## src/hw/rtl/hash_insert_linear_probe_defines.svh

```systemverilog
// assertion macros shared by the hash insert rtl
// depends on nothing; included by files that carry assertions
`ifndef HASH_INSERT_LINEAR_PROBE_DEFINES_SVH
`define HASH_INSERT_LINEAR_PROBE_DEFINES_SVH

// same-cycle implication, disabled while reset is asserted
`define HILP_ASSERT_NOW(lbl, clk, rst_n, ante, cons) \
  lbl: assert property (@(posedge clk) disable iff (!rst_n) (ante) |-> (cons)) \
    else $error("hilp assertion failed");

// next-cycle implication, disabled while reset is asserted
`define HILP_ASSERT_NEXT(lbl, clk, rst_n, ante, cons) \
  lbl: assert property (@(posedge clk) disable iff (!rst_n) (ante) |=> (cons)) \
    else $error("hilp assertion failed");

`endif

```

## src/hw/rtl/hilp_pkg.sv

```systemverilog
// shared types and constants for the linear probing hash insert block
// no dependencies
package hilp_pkg;

  localparam int KEY_W    = 16;
  localparam int CFG_W    = 5;
  localparam int STATUS_W = 2;
  localparam int SLOT_W   = 4;
  localparam int QDEPTH   = 2;
  localparam logic [CFG_W-1:0] CFG_SIZE_RST = 5'd15;

  typedef enum logic [STATUS_W-1:0] {
    ST_INSERTED = 2'd0,
    ST_PRESENT  = 2'd1,
    ST_FULL     = 2'd2
  } status_t;

  typedef enum logic [1:0] {
    F_IDLE,
    F_DIV,
    F_PUSH
  } front_state_t;

  typedef enum logic {
    B_IDLE,
    B_CHECK
  } back_state_t;

  typedef struct packed {
    logic full;
    logic empty;
  } qstat_t;

endpackage

```

## src/hw/rtl/hilp_ram.sv

```systemverilog
// generic single write port ram with registered read
// no dependencies
module hilp_ram #(
  parameter int WIDTH = 16,
  parameter int DEPTH = 16
) (
  input  logic                     clk,
  input  logic                     we,
  input  logic [$clog2(DEPTH)-1:0] waddr,
  input  logic [WIDTH-1:0]         wdata,
  input  logic [$clog2(DEPTH)-1:0] raddr,
  output logic [WIDTH-1:0]         rdata
);

  logic [WIDTH-1:0] mem_r [DEPTH];
  logic [WIDTH-1:0] rdata_r;

  always_ff @(posedge clk) begin
    if (we) begin
      mem_r[waddr] <= wdata;
    end
    rdata_r <= mem_r[raddr];
  end

  assign rdata = rdata_r;

endmodule

```

## src/hw/rtl/hilp_queue.sv

```systemverilog
// short fifo between the hashing front end and the probe engine
// depends on hilp_pkg
module hilp_queue
  import hilp_pkg::*;
#(
  parameter int WIDTH = 16
) (
  input  logic             clk,
  input  logic             rst_n,
  input  logic             push,
  input  logic [WIDTH-1:0] din,
  input  logic             pop,
  output logic [WIDTH-1:0] dout,
  output qstat_t           qstat
);

  localparam int PW = $clog2(QDEPTH);
  localparam int CW = $clog2(QDEPTH + 1);

  logic [WIDTH-1:0] mem_r [QDEPTH];
  logic [PW-1:0]    wp_r, wp_nxt;
  logic [PW-1:0]    rp_r, rp_nxt;
  logic [CW-1:0]    cnt_r, cnt_nxt;
  logic             do_push, do_pop;

  assign qstat.full  = (cnt_r == CW'(QDEPTH));
  assign qstat.empty = (cnt_r == '0);
  assign do_push     = push && !qstat.full;
  assign do_pop      = pop && !qstat.empty;
  assign dout        = mem_r[rp_r];

  always_comb begin
    wp_nxt  = do_push ? wp_r + 1'b1 : wp_r;
    rp_nxt  = do_pop ? rp_r + 1'b1 : rp_r;
    cnt_nxt = cnt_r;
    if (do_push && !do_pop) begin
      cnt_nxt = cnt_r + 1'b1;
    end else if (do_pop && !do_push) begin
      cnt_nxt = cnt_r - 1'b1;
    end
  end

  always_ff @(posedge clk) begin
    if (!rst_n) begin
      wp_r  <= '0;
      rp_r  <= '0;
      cnt_r <= '0;
    end else begin
      wp_r  <= wp_nxt;
      rp_r  <= rp_nxt;
      cnt_r <= cnt_nxt;
    end
  end

  always_ff @(posedge clk) begin
    if (do_push) begin
      mem_r[wp_r] <= din;
    end
  end

endmodule

```

## src/hw/rtl/hilp_front.sv

```systemverilog
// front end: takes a key, computes its home slot with a bit-serial modulo
// depends on hilp_pkg
module hilp_front
  import hilp_pkg::*;
#(
  parameter int KW    = 16,
  parameter int DEPTH = 16
) (
  input  logic                             clk,
  input  logic                             rst_n,
  input  logic                             start,
  input  logic [KEY_W-1:0]                 key,
  input  logic [$clog2(DEPTH+1)-1:0]       eff_size,
  input  qstat_t                           qstat,
  output logic                             busy,
  output logic                             push,
  output logic [KW-1:0]                    push_key,
  output logic [$clog2(DEPTH)-1:0]         push_home,
  output logic [$clog2(DEPTH+1)-1:0]       push_size
);

  localparam int IW  = $clog2(DEPTH);
  localparam int SZW = $clog2(DEPTH + 1);
  localparam int NW  = $clog2(KW);

  front_state_t   state_r, state_nxt;
  logic [KW-1:0]  sh_r, sh_nxt;
  logic [SZW-1:0] rem_r, rem_nxt;
  logic [SZW-1:0] size_r, size_nxt;
  logic [NW-1:0]  cnt_r, cnt_nxt;
  logic [SZW:0]   trial;

  // one quotient bit per cycle, msb first
  assign trial = {rem_r, sh_r[KW-1]};

  always_comb begin
    state_nxt = state_r;
    sh_nxt    = sh_r;
    rem_nxt   = rem_r;
    size_nxt  = size_r;
    cnt_nxt   = cnt_r;
    push      = 1'b0;
    unique case (state_r)
      F_IDLE: begin
        if (start) begin
          sh_nxt    = key[KW-1:0];
          rem_nxt   = '0;
          size_nxt  = eff_size;
          cnt_nxt   = NW'(KW - 1);
          state_nxt = F_DIV;
        end
      end
      F_DIV: begin
        // rotate so the key is back in place after the last step
        sh_nxt = {sh_r[KW-2:0], sh_r[KW-1]};
        if (trial >= {1'b0, size_r}) begin
          rem_nxt = SZW'(trial - {1'b0, size_r});
        end else begin
          rem_nxt = trial[SZW-1:0];
        end
        cnt_nxt = cnt_r - 1'b1;
        if (cnt_r == '0) begin
          state_nxt = F_PUSH;
        end
      end
      F_PUSH: begin
        if (!qstat.full) begin
          push      = 1'b1;
          state_nxt = F_IDLE;
        end
      end
      default: begin
        state_nxt = F_IDLE;
      end
    endcase
  end

  always_ff @(posedge clk) begin
    if (!rst_n) begin
      state_r <= F_IDLE;
    end else begin
      state_r <= state_nxt;
    end
  end

  always_ff @(posedge clk) begin
    sh_r   <= sh_nxt;
    rem_r  <= rem_nxt;
    size_r <= size_nxt;
    cnt_r  <= cnt_nxt;
  end

  assign busy      = (state_r != F_IDLE);
  assign push_key  = sh_r;
  assign push_home = rem_r[IW-1:0];
  assign push_size = size_r;

endmodule

```

## src/hw/rtl/hilp_back.sv

```systemverilog
// probe engine: walks the table from the home slot, inserts or finds the key
// depends on hilp_pkg, hilp_ram and the assertion macro header
`include "hash_insert_linear_probe_defines.svh"

module hilp_back
  import hilp_pkg::*;
#(
  parameter int KW    = 16,
  parameter int DEPTH = 16
) (
  input  logic                                               clk,
  input  logic                                               rst_n,
  input  qstat_t                                             qstat,
  input  logic [KW+$clog2(DEPTH)+$clog2(DEPTH+1)-1:0]        q_dout,
  output logic                                               q_pop,
  output logic                                               out_valid,
  output logic [STATUS_W-1:0]                                out_status,
  output logic [SLOT_W-1:0]                                  out_slot
);

  localparam int IW  = $clog2(DEPTH);
  localparam int SZW = $clog2(DEPTH + 1);

  back_state_t       state_r, state_nxt;
  logic [KW-1:0]     key_r, key_nxt;
  logic [IW-1:0]     idx_r, idx_nxt;
  logic [SZW-1:0]    size_r, size_nxt;
  logic [SZW-1:0]    n_r, n_nxt;
  logic [DEPTH-1:0]  valid_r;
  logic              ov_r, ov_nxt;
  status_t           status_r, status_nxt;
  logic [SLOT_W-1:0] slot_r, slot_nxt;

  logic [KW-1:0]        e_key;
  logic [IW-1:0]        e_home;
  logic [SZW-1:0]       e_size;
  logic [IW-1:0]        raddr;
  logic                 we;
  logic [KW-1:0]        rdata;
  logic [SZW-1:0]       idx_inc;
  logic [IW-1:0]        idx_wrap;
  logic                 last;
  logic [IW+SLOT_W-1:0] slot_ext;

  assign {e_key, e_home, e_size} = q_dout;

  assign idx_inc  = SZW'(idx_r) + 1'b1;
  assign idx_wrap = (idx_inc >= size_r) ? '0 : idx_inc[IW-1:0];
  assign last     = (n_r == size_r - 1'b1);
  assign slot_ext = {{SLOT_W{1'b0}}, idx_r};

  hilp_ram #(
    .WIDTH (KW),
    .DEPTH (DEPTH)
  ) u_keys (
    .clk   (clk),
    .we    (we),
    .waddr (idx_r),
    .wdata (key_r),
    .raddr (raddr),
    .rdata (rdata)
  );

  always_comb begin
    state_nxt  = state_r;
    key_nxt    = key_r;
    idx_nxt    = idx_r;
    size_nxt   = size_r;
    n_nxt      = n_r;
    raddr      = idx_r;
    q_pop      = 1'b0;
    we         = 1'b0;
    ov_nxt     = 1'b0;
    status_nxt = status_r;
    slot_nxt   = slot_r;
    unique case (state_r)
      B_IDLE: begin
        if (!qstat.empty) begin
          q_pop     = 1'b1;
          key_nxt   = e_key;
          idx_nxt   = e_home;
          size_nxt  = e_size;
          n_nxt     = '0;
          raddr     = e_home;
          state_nxt = B_CHECK;
        end
      end
      B_CHECK: begin
        // ram data belongs to idx_r in this state
        if (!valid_r[idx_r]) begin
          we         = 1'b1;
          ov_nxt     = 1'b1;
          status_nxt = ST_INSERTED;
          slot_nxt   = slot_ext[SLOT_W-1:0];
          state_nxt  = B_IDLE;
        end else if (rdata == key_r) begin
          ov_nxt     = 1'b1;
          status_nxt = ST_PRESENT;
          slot_nxt   = slot_ext[SLOT_W-1:0];
          state_nxt  = B_IDLE;
        end else if (last) begin
          ov_nxt     = 1'b1;
          status_nxt = ST_FULL;
          slot_nxt   = '0;
          state_nxt  = B_IDLE;
        end else begin
          idx_nxt = idx_wrap;
          n_nxt   = n_r + 1'b1;
          raddr   = idx_wrap;
        end
      end
      default: begin
        state_nxt = B_IDLE;
      end
    endcase
  end

  always_ff @(posedge clk) begin
    if (!rst_n) begin
      state_r <= B_IDLE;
      valid_r <= '0;
      ov_r    <= 1'b0;
    end else begin
      state_r <= state_nxt;
      ov_r    <= ov_nxt;
      if (we) begin
        valid_r[idx_r] <= 1'b1;
      end
    end
  end

  always_ff @(posedge clk) begin
    key_r    <= key_nxt;
    idx_r    <= idx_nxt;
    size_r   <= size_nxt;
    n_r      <= n_nxt;
    status_r <= status_nxt;
    slot_r   <= slot_nxt;
  end

  assign out_valid  = ov_r;
  assign out_status = status_r;
  assign out_slot   = slot_r;

  `HILP_ASSERT_NOW(a_no_overwrite, clk, rst_n, we, !valid_r[idx_r])
  `HILP_ASSERT_NOW(a_probe_bound, clk, rst_n, state_r == B_CHECK, n_r < size_r)
  `HILP_ASSERT_NOW(a_idx_in_table, clk, rst_n, state_r == B_CHECK, SZW'(idx_r) < size_r)
  `HILP_ASSERT_NEXT(a_pop_probes, clk, rst_n, q_pop, state_r == B_CHECK)

endmodule

```

## src/hw/rtl/hash_insert_linear_probe.sv

```systemverilog
// Linear probing hash table insert.
// A key is offered on in_key with start; it is taken at a rising edge where
// start is high and busy is low. Each key yields exactly one result on
// out_status / out_slot, shown for a single cycle with out_valid high:
// inserted (slot written), already present (slot found) or full (slot 0).
// The receiver cannot stall; every result must be taken when shown.
// The home slot is the key modulo the table size, found by a bit-serial
// remainder unit taking one key bit per cycle, after which the key waits
// in a two-entry queue for the probe engine. The probe engine reads one
// slot per cycle from the key ram. busy stays high until the key is pushed
// to the queue, longer only while the queue is full, so a new key is taken
// only once the last one is queued. The probe walk of a key ends before the
// front end can push the next one, so it never holds the front end back.
// table_size is written with cfg_we / cfg_wdata; the user must do so only
// while the block is idle, as the block itself does not enforce this.
// Reset sets table_size to 15 and marks every slot empty at once.
// depends on hilp_pkg, hilp_front, hilp_queue, hilp_back
module hash_insert_linear_probe
  import hilp_pkg::*;
#(
  parameter int MAX_SLOTS = 16,
  parameter int KEY_BITS  = 16
) (
  input  logic                clk,
  input  logic                rst_n,
  input  logic                start,
  output logic                busy,
  input  logic [KEY_W-1:0]    in_key,
  output logic                out_valid,
  output logic [STATUS_W-1:0] out_status,
  output logic [SLOT_W-1:0]   out_slot,
  input  logic                cfg_we,
  input  logic [CFG_W-1:0]    cfg_wdata
);

  // table_size never exceeds 31, so no more slots than that are ever probed
  localparam int TBL_DEPTH = (MAX_SLOTS < 32) ? MAX_SLOTS : 32;
  localparam int KW        = (KEY_BITS < KEY_W) ? KEY_BITS : KEY_W;
  localparam int IW        = $clog2(TBL_DEPTH);
  localparam int SZW       = $clog2(TBL_DEPTH + 1);
  localparam int QW        = KW + IW + SZW;

  logic [CFG_W-1:0] cfg_size_r;
  logic [CFG_W:0]   size_ext;
  logic [CFG_W:0]   size_clamped;
  logic [SZW-1:0]   eff_size;

  qstat_t           qstat;
  logic             push, pop;
  logic [KW-1:0]    push_key;
  logic [IW-1:0]    push_home;
  logic [SZW-1:0]   push_size;
  logic [QW-1:0]    q_dout;

  always_ff @(posedge clk) begin
    if (!rst_n) begin
      cfg_size_r <= CFG_SIZE_RST;
    end else if (cfg_we) begin
      cfg_size_r <= cfg_wdata;
    end
  end

  // zero counts as one, large values clamp to the table depth
  assign size_ext = {1'b0, cfg_size_r};
  always_comb begin
    if (size_ext == '0) begin
      size_clamped = (CFG_W + 1)'(1);
    end else if (size_ext > (CFG_W + 1)'(TBL_DEPTH)) begin
      size_clamped = (CFG_W + 1)'(TBL_DEPTH);
    end else begin
      size_clamped = size_ext;
    end
  end
  assign eff_size = size_clamped[SZW-1:0];

  hilp_front #(
    .KW    (KW),
    .DEPTH (TBL_DEPTH)
  ) u_front (
    .clk       (clk),
    .rst_n     (rst_n),
    .start     (start),
    .key       (in_key),
    .eff_size  (eff_size),
    .qstat     (qstat),
    .busy      (busy),
    .push      (push),
    .push_key  (push_key),
    .push_home (push_home),
    .push_size (push_size)
  );

  hilp_queue #(
    .WIDTH (QW)
  ) u_queue (
    .clk   (clk),
    .rst_n (rst_n),
    .push  (push),
    .din   ({push_key, push_home, push_size}),
    .pop   (pop),
    .dout  (q_dout),
    .qstat (qstat)
  );

  hilp_back #(
    .KW    (KW),
    .DEPTH (TBL_DEPTH)
  ) u_back (
    .clk        (clk),
    .rst_n      (rst_n),
    .qstat      (qstat),
    .q_dout     (q_dout),
    .q_pop      (pop),
    .out_valid  (out_valid),
    .out_status (out_status),
    .out_slot   (out_slot)
  );

endmodule
```

## config.mk

```make
export PLATFORM = sky130hd
export DESIGN_NAME = hash_insert_linear_probe
export DESIGN_NICKNAME = d
export VERILOG_FILES = /design/src/hw/rtl/hilp_pkg.sv /design/src/hw/rtl/hilp_ram.sv /design/src/hw/rtl/hilp_queue.sv /design/src/hw/rtl/hilp_front.sv /design/src/hw/rtl/hilp_back.sv /design/src/hw/rtl/hash_insert_linear_probe.sv
export VERILOG_INCLUDE_DIRS = /design/src /design/src/hw/rtl
export SDC_FILE = /design/constraint.sdc
export NUM_CORES = 1
export LEC_CHECK = 0
export BUFFER_PORTS_ARGS = -buffer_cell sky130_fd_sc_hd__buf_2
export CAP_MARGIN = 20
export CORE_MARGIN = 1.5
export CORE_UTILIZATION = 30
export CTS_CLUSTER_DIAMETER = 30
export DETAILED_ROUTE_END_ITERATION = 12
export GPL_TIMING_DRIVEN = 1
export PLACE_DENSITY_LB_ADDON = 0.25
export SYNTH_ARGS = -nofsm -noshare
export SYNTH_HDL_FRONTEND = slang
export SYNTH_SLANG_ARGS = --single-unit
```

## constraint.sdc

```tcl
create_clock -name clk -period 3.5 [get_ports clk]
set_input_delay 0.7 -clock clk [delete_from_list [all_inputs] [get_ports clk]]
set_output_delay 0.7 -clock clk [all_outputs]
set_load 0.03 [all_outputs]
```

# Yosys cells after proc, flatten, opt, wreduce, memory -nomap -nowiden
# Memory sizes are Yosys's and may differ from the RTL's. A register that Yosys moved wholly into a read port is not among the register bits.
# Index checks and enable logic that the tools add are counted.
# op_classes
bitwise_logic,4
addsub,9
magnitude_cmp,5
reduce_logical,25
n_eq_ne,13
n_mux,53
# ops
cell,count
$mux 4,9
$mux 5,7
$pmux 16 s2,1
$mux 1,21
$pmux 5 s2,2
$eq 16x16->1,1
$mux 16,1
$or 16x16->16,1
$pmux 4 s2,2
$mux 2,6
$ne 2x2->1 const B,6
$reduce_and 2->1,5
$ge 6x5->1,1
$logic_not 6->1,1
$pmux 2 s3,1
$reduce_bool 2->1,3
$add 4x1->5 const B,1
$add 5x1->5 const B,1
$eq 5x5->1,1
$ge 5x5->1,1
$gt 5x5->1 const B,1
$logic_and 1x1->1,5
$lt 4x5->1 const B,1
$sub 5x1->5 const B,1
20 further kinds,29
# word_totals
reg_bits,95
in_bits,25
memories,2
output_inout_bits,8
ramBits,306
# memory_table
name,words,width,rd,rd_ports_with_merged_regs,wr,line,text
u_back.u_keys.mem_r,16,16,1,1,1,hilp_ram.sv:15,logic [WIDTH-1:0] mem_r [DEPTH];
u_queue.mem_r,2,25,1,1,1,hilp_queue.sv:20,logic [WIDTH-1:0] mem_r [QDEPTH];

# Longest topological paths before layout
# Gate-level depths: netlist of run 1.
# depth
depth_word,8
mapped_depth,15
depth_no_buf,12

# By module
# From an unflattened synthesis of run 1, not the netlist that was laid out.
# hier_totals
hier_cells,910
hier_area_um2,16393.2
# by_module_without_submodules
mod,cells_per_inst,area_each_um2,n_inst
hilp_ram,432,10042.1,1
hilp_back,204,2526.2,1
hilp_queue,103,2037.0,1
hilp_front,148,1576.5,1
hash_insert_linear_probe,23,211.5,1

# Worst setup path before layout of run 1
# OpenSTA, ideal clock, no wires.
# synth_path
kind,register -> register
start,register u_back.idx_r[0]
end,memory u_back.u_keys.mem_r[0][0] (enable)
stages_incl_launch_ff,8
t_arrival_ns,2.760
period_less_slack_ns,3.172
t_required_ns,3.088
setup_time_ns,0.412
setup_slack_ns,0.328
cell_sequence,dfxtp_1 buf_4 mux4_2 nand3b_1 and4_1 buf_2 nand3_1 nor3_1
# synth_via
elab_chain_len,6
# synth_lines
element,line,text
start: declaration,hilp_back.sv:26,"logic [IW-1:0] idx_r, idx_nxt;"
start signal: assignment,hilp_back.sv:134,idx_r <= idx_nxt;
$bmux 1 s4,hilp_back.sv:90,if (!valid_r[idx_r]) begin
$mux 1 (not written as such),hilp_back.sv:90,
$mux 1,hilp_back.sv:90,
$mux 1,hilp_back.sv:76,unique case (state_r)
$mux 1,hilp_ram.sv:19,if (we) begin
$mux 1 (not written as such),hilp_ram.sv:20,mem_r[waddr] <= wdata;
end: declaration,hilp_ram.sv:15,
# Parallel ways exist; a longest one is shown, timed or not. The select of a mux whose other input is x is not followed.

# Worst setup path in the final report of run 1
# layout_path
start,register u_back.size_r[1]
end,"register u_back.u_keys.rdata_r[9], in the netlist u_back.u_keys.rdata[9] (read register of u_back.u_keys.mem_r)"
# layout_via
elab_chain_len,6
elab_cells_between_ends,8
# layout_lines
element,line,text
start: declaration,hilp_back.sv:27,"logic [SZW-1:0] size_r, size_nxt;"
start signal: assignment,hilp_back.sv:135,size_r <= size_nxt;
$sub 5x1->5 / $ge 5x5->1 (equally long branches),"hilp_back.sv:49, hilp_back.sv:48",
$eq 5x5->1 / $mux 4 (equally long branches),"hilp_back.sv:49, hilp_back.sv:48",
$mux 4 (*) (2 in a row),--,
$mux 4 (*),hilp_back.sv:90,
$pmux 4 s2 (*),hilp_back.sv:76,
end: declaration,hilp_ram.sv:16,logic [WIDTH-1:0] rdata_r;
# Mark *: on every way between the ends. The rest lies on a longest branch, timed or not.
# A chain may end at the register's enable or synchronous reset.

==> results, run 1 <==
- The run finished with clean final reports.
- Setup violations remaining at the end of the flow were counted as 0.
- Hold repair after CTS inserted 0 buffers.
- The power density of the placed cells is 978 nW/um^2.
- Static timing analysis puts the maximum clock frequency at 289 MHz.
- The worst setup path is captured at a register.
- The x dimension of the die is 240 um.
- The count of placed standard cells in the final layout, fillers left out is 2183.
- The worst path meets setup with 42.8 ps of slack.
- The worst hold-check path type is in -> reg.
- Subtracting the final worst setup slack from the clock period gives 3460 ps.
- Counting flops and latches in the post-synthesis netlist gives 418.
- The total instance count after detailed placement is 1989.
- The number of DRC markers in iteration 0 is 703.
- The maximum buffer depth of the clock tree is 3.
- Synthesis instantiated 46 different standard cells from the library.
- Synthesis produced 1160 cells.
- The maximum number of pins on one net before global-route repair is 36.
- For this run, design rule violations remaining after detail routing come to 0.
- The number of pins exceeding their max-slew limit in the final report was 0.
- Port buffering added 32 buffers.
- The depth of the CTS H-tree is 3.
- The number of maximum-capacitance constraint violations is 0.
- Clock-pin slew was measured on the worst setup and hold paths at 40 ps.
- 33 I/O pins were placed.
- The cell at the root of the clock tree is sky130_fd_sc_hd__clkbuf_16.
- The Yosys step of the flow raised 0 warnings.
- Each instance of the synthesized netlist takes up on average 14.5 sq um.
- The total detailed-routing wirelength is 42000 um.
- The number of nets still failing antenna checks after routing is 0.
- In the global route stage, overall resource usage came out at 14.7%.
- The floorplan die area is 57500 sq um.
- The predominant post-synthesis flop cell is sky130_fd_sc_hd__edfxtp_1.
- The maximum fanout along the worst path is 7.
- Before CTS, the worst setup slack after placement is -64.7 ps.
- The layout has 5038 filler cells.
- The number of global-route vias before repair is 10600.
- The worst pin sits at a relative slew slack of 40.4%.
- The proportion of synthesized chip area in sequential cells is 71.7%.
- The final period utilization is 98.8%.
- In the final layout, flip-flops and latches occupy 12100 sq um.
- In the layout the commonest cells are sky130_fd_sc_hd__edfxtp_1, sky130_fd_sc_hd__nand2_1, sky130_fd_sc_hd__buf_4, sky130_fd_sc_hd__clkbuf_16, sky130_fd_sc_hd__a21boi_0.
- The category of the most critical setup path is reg -> reg.
- The routed layout has 10300 vias.
- Between clock sinks in the finished design, the worst skew comes to 21.2 ps.
- The count of endpoints failing hold in the final timing report is 0.
- Summed over all failing endpoints, the final setup total negative slack is 0 ps.
- The total half-perimeter wirelength after legalization and detailed placement is 25800 um.
- Compared with the post-synthesis result, the final layout area differs by 34.0%.
- Setup repair after global routing could not meet its margin everywhere.
- In the routed layout, each cell is associated on average with a via count of 4.74.
- The average detailed-routed wire length per instance is 19.3 um.
- The startpoint kind of the worst setup timing path is a register.
- Global routing finished with a remaining overflow of 0.
- The transition time of the tightest slew-check pin is 894 ps.
- Yosys mapped a number of flops with a built-in enable equal to 368.
- The number of buffers added by the clock tree synthesis step is 93.
- When the netlist entered floorplanning its net count stood at 1206.
- Across the VDD grid, the largest voltage drop is 0.000390 V.
- The later-pin clock latency in the skew report is 610 ps.
- The area of the placeable core is 55200 sq um.
- The starting density of the core is 30.4%.
- The standard cell area after detailed placement is 18800 sq um.
- The height of the die is 240 um.
- The final net count is 1401.
- Clock tree synthesis found a total of 418 sinks.
- TritonCTS built the clock tree.
- Data arrives at the worst endpoint at 3930 ps.
- Of the cells placed in the final design, the portion with a size suffix greater than 1 is 31.0%.
- The detailed-routing iteration count for the pre-antenna-repair pass is 5.
- After synthesis, the share of flip-flops with an asynchronous set or reset is 0%.
- The final non-filler cell area is 22500 sq um.
- Row generation in the floorplan step produced 86 rows.
- The cell area that synthesis handed to floorplanning was 16800 sq um.
- The initial antenna violation count is 0.
- The library cell used most frequently in the layout, excluding fill and tap cells, is sky130_fd_sc_hd__edfxtp_1.
- The area of the multi-input gates is 4750 sq um.
- At the end of routability-driven placement, the weighted congestion stood at 0.777.
- Data on the critical path is required at its endpoint by 3980 ps.
- The analysis attributes to cell leakage a power of 8.03 nW.
- The first global-routing pass estimated 63500 um of wire.
[Yosys cell counts (11+ instances only)]
library cell | instances | area (sq um)
sky130_fd_sc_hd__edfxtp_1 | 368 | 11100
sky130_fd_sc_hd__nand2_1 | 187 | 702
sky130_fd_sc_hd__a21boi_0 | 65 | 488
sky130_fd_sc_hd__a311oi_1 | 64 | 561
sky130_fd_sc_hd__a211oi_1 | 52 | 390
sky130_fd_sc_hd__dfxtp_1 | 50 | 1000
sky130_fd_sc_hd__clkbuf_1 | 48 | 180
sky130_fd_sc_hd__nor2_1 | 37 | 139
sky130_fd_sc_hd__inv_1 | 24 | 90.1
sky130_fd_sc_hd__xor2_1 | 23 | 201
sky130_fd_sc_hd__mux2_2 | 21 | 236
sky130_fd_sc_hd__o21a_1 | 21 | 158
sky130_fd_sc_hd__ha_1 | 20 | 250
sky130_fd_sc_hd__or4_1 | 17 | 128
sky130_fd_sc_hd__and2_1 | 16 | 100
sky130_fd_sc_hd__buf_2 | 15 | 75.1
sky130_fd_sc_hd__nand3_1 | 13 | 65.1
sky130_fd_sc_hd__a211oi_2 | 12 | 150
sky130_fd_sc_hd__nor2b_1 | 11 | 68.8
sky130_fd_sc_hd__xnor2_1 | 11 | 96.3
[state kept, by name, indices dropped and copies added (netlist names), 5 cells and up, named ones only]
register,count
u_front.push_size,5
u_back.valid_r,16
u_front.rem_r,5
u_back.n_r,5
u_back.u_keys.rdata,16
u_front.push_key,16
u_back.u_keys.mem_r,256
u_queue.mem_r,50
cfg_size_r,5
u_back.size_r,5
u_back.key_r,16
[report_power, final]
| group | internal [W] | total (W) | switching [W] | leakage, nW |
|---|---|---|---|---|
| clock network | 0.00571 | 0.00846 | 0.00275 | 1.51 |
| logic | 0.00290 | 0.00671 | 0.00381 | 2.77 |
| registers | 0.00643 | 0.00687 | 0.000438 | 3.75 |
[what timing repair did]
item / in CTS / in global routing
cloned: 0 / 5
setup endpoints to repair: 12 / 16
resized for setup: 4 / 66
buffers inserted: 0 / 15
pin swaps: 0 / 17
[worst max-delay path: stages (launching register included)]
cell	delay, ps
sky130_fd_sc_hd__edfxtp_1	410
sky130_fd_sc_hd__inv_2	110
sky130_fd_sc_hd__ha_4	140
sky130_fd_sc_hd__nor3b_4	200
sky130_fd_sc_hd__xnor2_2	170
sky130_fd_sc_hd__o31ai_4	90
sky130_fd_sc_hd__o31a_1	340
sky130_fd_sc_hd__a31o_1	220
sky130_fd_sc_hd__a221o_4	450
sky130_fd_sc_hd__buf_12	170
sky130_fd_sc_hd__buf_12	130
sky130_fd_sc_hd__buf_6	120
sky130_fd_sc_hd__a211oi_4	210
sky130_fd_sc_hd__a311oi_2	70
sky130_fd_sc_hd__or4_1	480
[through the flow]
stage          power, W  util, %  hold WS, ps
2_1_floorplan    0.0100        -          435
4_1_cts          0.0213     39.8          282
5_1_grt          0.0231     40.8          297
6_report         0.0220     40.8          311
3_5_place_dp     0.0127     34.1          450
3_3_place_gp     0.0127     34.1          448
[cell families (layout without fill, tap and decap cells)]
logic type | after synthesis | count (layout) | share of synthesized area (%)
compound gates | 241 | 242 | 11.4
flops | 418 | 418 | 71.7
mux | 34 | 34 | 2.48
other cells | 0 | 1 | 0
fa+ha+maj | 21 | 21 | 1.61
xor+xnor | 35 | 35 | 1.91
simple gates | 313 | 313 | 8.34
buf+inv | 98 | 371 | 2.55
[path summary, 6_finish.rpt]
| kind | depth (start not counted) | slack [ps] | start | endpoint |
|---|---|---|---|---|
| hold reg to reg | 1 | 460 | u_back.valid_r[6]$_SDFFE_PN0P_ | u_back.valid_r[6]$_SDFFE_PN0P_ |
| hold / removal | 3 | 310 | cfg_wdata[0] | cfg_size_r[0]$_SDFFE_PN1P_ |
| setup / recovery | 14 | 40 | u_back.size_r[1]$_DFFE_PP_ | u_back.u_keys.rdata[9]$_DFF_P_ |
| setup reg to reg | 14 | 40 | u_back.size_r[1]$_DFFE_PP_ | u_back.u_keys.rdata[9]$_DFF_P_ |
[final cells by class]
type                    instances  share of cell area, %
repair buffers                173                   7.03
well taps                     748                   4.15
clock inverters                62                   2.60
inverters                      24                  0.400
clock buffers                 112                   11.2
flip-flops and latches        418                   53.5
multi-input cells             645                   21.1
diodes                          1                 0.0111
[layer usage]
| metal | routed length (um) | up-vias | track usage (%) |
|---|---|---|---|
| met3 | 1970 | 78 | 3.40 |
| met4 | 997 | 0 | 5.49 |
| met1 | 19300 | 5175 | 19.5 |
| li1 | - | 4850 | - |
| met2 | 19700 | 243 | 23.3 |
| met5 | 0 | - | 0 |
(Power assumes the default switching activity.)
==> run 2, diff against run 1 <==
CORE_UTILIZATION = 54   (was 30)
GPL_ROUTABILITY_DRIVEN = 0   (was unset)
==> run 2 against run 1 <==
- sequential power shrank 0.7%
- worst hold slack improved by 43 ps
- critical path type unchanged
- sequential cell count unchanged
- register-to-register slack barely moved
- die area fell by 44%
- clock skew up 3.7 ps
- largest power group unchanged
- via count grew 1.7%
==> results, run 2 (synthesis results as in run 1) <==
- Registers with the highest flip-flop counts: u_back.u_keys.mem_r x256, u_queue.mem_r x50 (unchanged).
- The TritonCTS clock tree is yes (unchanged).
- The total detailed-routing wirelength is 39900 um (was 42000 um).
- The number of DRC markers in iteration 0 is 949 (was 703).
- The number of maximum-capacitance constraint violations came to 0 (unchanged).
- The detailed-routing iteration count for the pre-antenna-repair pass was 5 (unchanged).
- The arrival time reported for the critical path endpoint is 3900 ps (was 3930 ps).
- The area growth from synthesis to final layout came to 25.0% (was 34.0%).
- The maximum clock skew at final layout is 24.9 ps (was 21.2 ps).
- The maximum fanout along the worst path is 7 (unchanged).
- The number of I/O pins is 33 (unchanged).
- The reg2reg setup slack is 40 ps (about the same).
- The clock transition at the register clock pins on the worst setup and hold paths after CTS is 50 ps (was 40 ps).
- The final non-filler cell area came to 21000 sq um (was 22500 sq um).
- The count of placed standard cells in the final layout, fillers left out is 1758 (was 2183).
- The worst vdd rail ir drop is 0.000616 V (was 0.000390 V).
- The number of hold buffers added after CTS was 0 (unchanged).
- The via count normalized by instance count is 5.99 (was 4.74).
- The transition time of the tightest slew-check pin was 823 ps (was 894 ps).
- The number of global-route vias before repair came to 10200 (was 10600).
- The fraction of layout instances using a drive strength above 1 is 25.8% (was 31.0%).
- The average detailed-routed wire length per instance was 22.7 um (was 19.3 um).
- Most frequent cells in the layout: sky130_fd_sc_hd__edfxtp_1, sky130_fd_sc_hd__nand2_1, sky130_fd_sc_hd__clkbuf_16, sky130_fd_sc_hd__buf_4, sky130_fd_sc_hd__a21boi_0 (was sky130_fd_sc_hd__edfxtp_1, sky130_fd_sc_hd__nand2_1, sky130_fd_sc_hd__buf_4, sky130_fd_sc_hd__clkbuf_16, sky130_fd_sc_hd__a21boi_0).
- The standard cell area after detailed placement is 18100 sq um (was 18800 sq um).
- The x dimension of the die is 179 um (was 240 um).
- The maximum buffer depth of the clock tree came to 3 (unchanged).
- The starting density of the core was 54.9% (was 30.4%).
- The worst endpoint required time is 3940 ps (was 3980 ps).
- The kind of end point of the critical path is a register (unchanged).
- The overall routing resource usage was 23.5% (was 14.7%).
- The height of the die is 179 um (was 240 um).
- The total half-perimeter wirelength after legalization and detailed placement is 22000 um (was 25800 um).
- The depth of the CTS H-tree came to 3 (unchanged).
- The floorplan die area is 32200 sq um (was 57500 sq um).
- The final net count was 1347 (was 1401).
- The later-pin clock latency in the skew report is 570 ps (was 610 ps).
- The overall overflow remaining after global route came to 0 (unchanged).
- The number of nets still failing antenna checks after routing is 0 (unchanged).
- The end of the worst register-to-register path is u_back.u_keys.rdata[11]$_DFF_P_ (was u_back.u_keys.rdata[9]$_DFF_P_).
- The worst setup path startpoint was u_back.key_r[2]$_DFFE_PP_ (was u_back.size_r[1]$_DFFE_PP_).
- The achievable frequency came to 289 MHz (about the same).
- The vias after detailed routing is 10500 (was 10300).
- The end point of the critical path is u_back.u_keys.rdata[11]$_DFF_P_ (was u_back.u_keys.rdata[9]$_DFF_P_).
- The pre-CTS worst setup slack is -66.7 ps (was -64.7 ps).
- The startpoint of the worst register-to-register path is u_back.key_r[2]$_DFFE_PP_ (was u_back.size_r[1]$_DFFE_PP_).
- The remaining max-slew budget at the tightest pin is 45.1% (was 40.4%).
- The flip-flop count of the largest register after layout was 256 (unchanged).
- The area of the placeable core is 30600 sq um (was 55200 sq um).
- RSZ-0062 raised after global routing: yes (unchanged).
- The startpoint kind of the worst setup timing path is a register (unchanged).
- The initial antenna violation count is 0 (unchanged).
- The register containing the most flip-flops in the final layout is u_back.u_keys.mem_r (unchanged).
- The total instance count after detailed placement is 1603 (was 1989).
- The count of endpoints failing hold in the final timing report is 0 (unchanged).
- The wire length of the first global-routing pass is 58000 um (was 63500 um).
- The most common cell after layout, fill and taps aside is sky130_fd_sc_hd__edfxtp_1 (unchanged).
- The utilization after layout was 68.7% (was 40.8%).
- The number of buffers added by the clock tree synthesis step is 73 (was 93).
- The depth of the most critical reg-to-reg path is 11 (was 14).
- The category of the most critical setup path was reg -> reg (unchanged).
- The number of sinks driven by the clock tree is 418 (unchanged).
- The final setup violation count was 0 (unchanged).
- Result of the run: finished, final reports clean (unchanged).
- The static power due to leakage is 7.51 nW (was 8.03 nW).
- The cell at the root of the clock tree is sky130_fd_sc_hd__clkbuf_16 (unchanged).
- The setup slack after layout is 44.4 ps (was 42.8 ps).
- The final period utilization is 98.7% (was 98.8%).
- The number of port buffers is 32 (unchanged).
- The worst hold-check path type is in -> reg (unchanged).
- The power density of the placed cells is 950 nW/um^2 (was 978 nW/um^2).
- The shortest period the worst path allows is 3460 ps (about the same).
- The maximum number of pins on one net before global-route repair is 65 (was 36).
- The row count came to 64 (was 86).
- The setup TNS is 0 ps (unchanged).
- The number of antenna repair diodes came to 0 (was 1).
- The count of unresolved DRC violations after routing is 0 (unchanged).
- The number of pins exceeding their max-slew limit in the final report is 0 (unchanged).
run 2: worst min path at each step:
| stage | start | endpoint | depth (start not counted) |
|---|---|---|---|
| after floorplan | u_back.valid_r[10]$_SDFFE_PN0P_ | u_back.valid_r[10]$_SDFFE_PN0P_ | 1 |
| after global placement | u_back.valid_r[9]$_SDFFE_PN0P_ | u_back.valid_r[9]$_SDFFE_PN0P_ | 1 |
| after detailed placement | u_back.valid_r[14]$_SDFFE_PN0P_ | u_back.valid_r[14]$_SDFFE_PN0P_ | 1 |
| after CTS | cfg_wdata[3] | cfg_size_r[3]$_SDFFE_PN1P_ | 3 |
| after global routing | cfg_wdata[1] | cfg_size_r[1]$_SDFFE_PN1P_ | 3 |
| final | cfg_wdata[0] | cfg_size_r[0]$_SDFFE_PN1P_ | 3 |
run 2: worst max-delay path: stages, from the launching register on:
cell and delay (ps):
sky130_fd_sc_hd__edfxtp_1 490, sky130_fd_sc_hd__xor2_1 230, sky130_fd_sc_hd__nor4_2 440, sky130_fd_sc_hd__and4_1 310
sky130_fd_sc_hd__nor3_2 70, sky130_fd_sc_hd__a31o_1 280, sky130_fd_sc_hd__a221o_4 400, sky130_fd_sc_hd__buf_4 190
sky130_fd_sc_hd__buf_12 140, sky130_fd_sc_hd__a211oi_1 190, sky130_fd_sc_hd__a311oi_1 90, sky130_fd_sc_hd__or4_1 490
run 2: routing by layer:
metal	up-vias	part of all wire (%)	GRT usage, %
met1	5233	40	31.0
met5	-	0	0
met4	0	3.5	9.57
li1	4728	-	-
met2	465	49	39.2
met3	99	7.3	3.59
run 2: report_power, final:
group          total (W)  switching (W)  internal [W]
sequential       0.00682       0.000404       0.00642
combinational    0.00610        0.00362       0.00248
clock            0.00703        0.00252       0.00451
total             0.0199        0.00654        0.0134
run 2: area by class of cell:
type	instances	area (sq um)
tap	396	495
sequential	418	12100
multi-input combinational	646	4550
clock buffer	81	1900
inverter	24	90.1
fill	2032	9590
clock inverter	55	584
timing repair buffer	138	1330
run 2: timing repair:
item	CTS	global route
pin swaps	1	6
setup buffers	0	11
resized for setup	2	26
setup endpoints to repair	16	16
gates cloned	0	8
endpoints found under the hold margin	0	0
run 2: metrics by stage:
step,hold WS (ps),total power [W]
floorplan,435,0.0100
global placement,443,0.0119
detailed placement,450,0.0121
CTS,339,0.0191
global route,355,0.0207
finish,353,0.0199
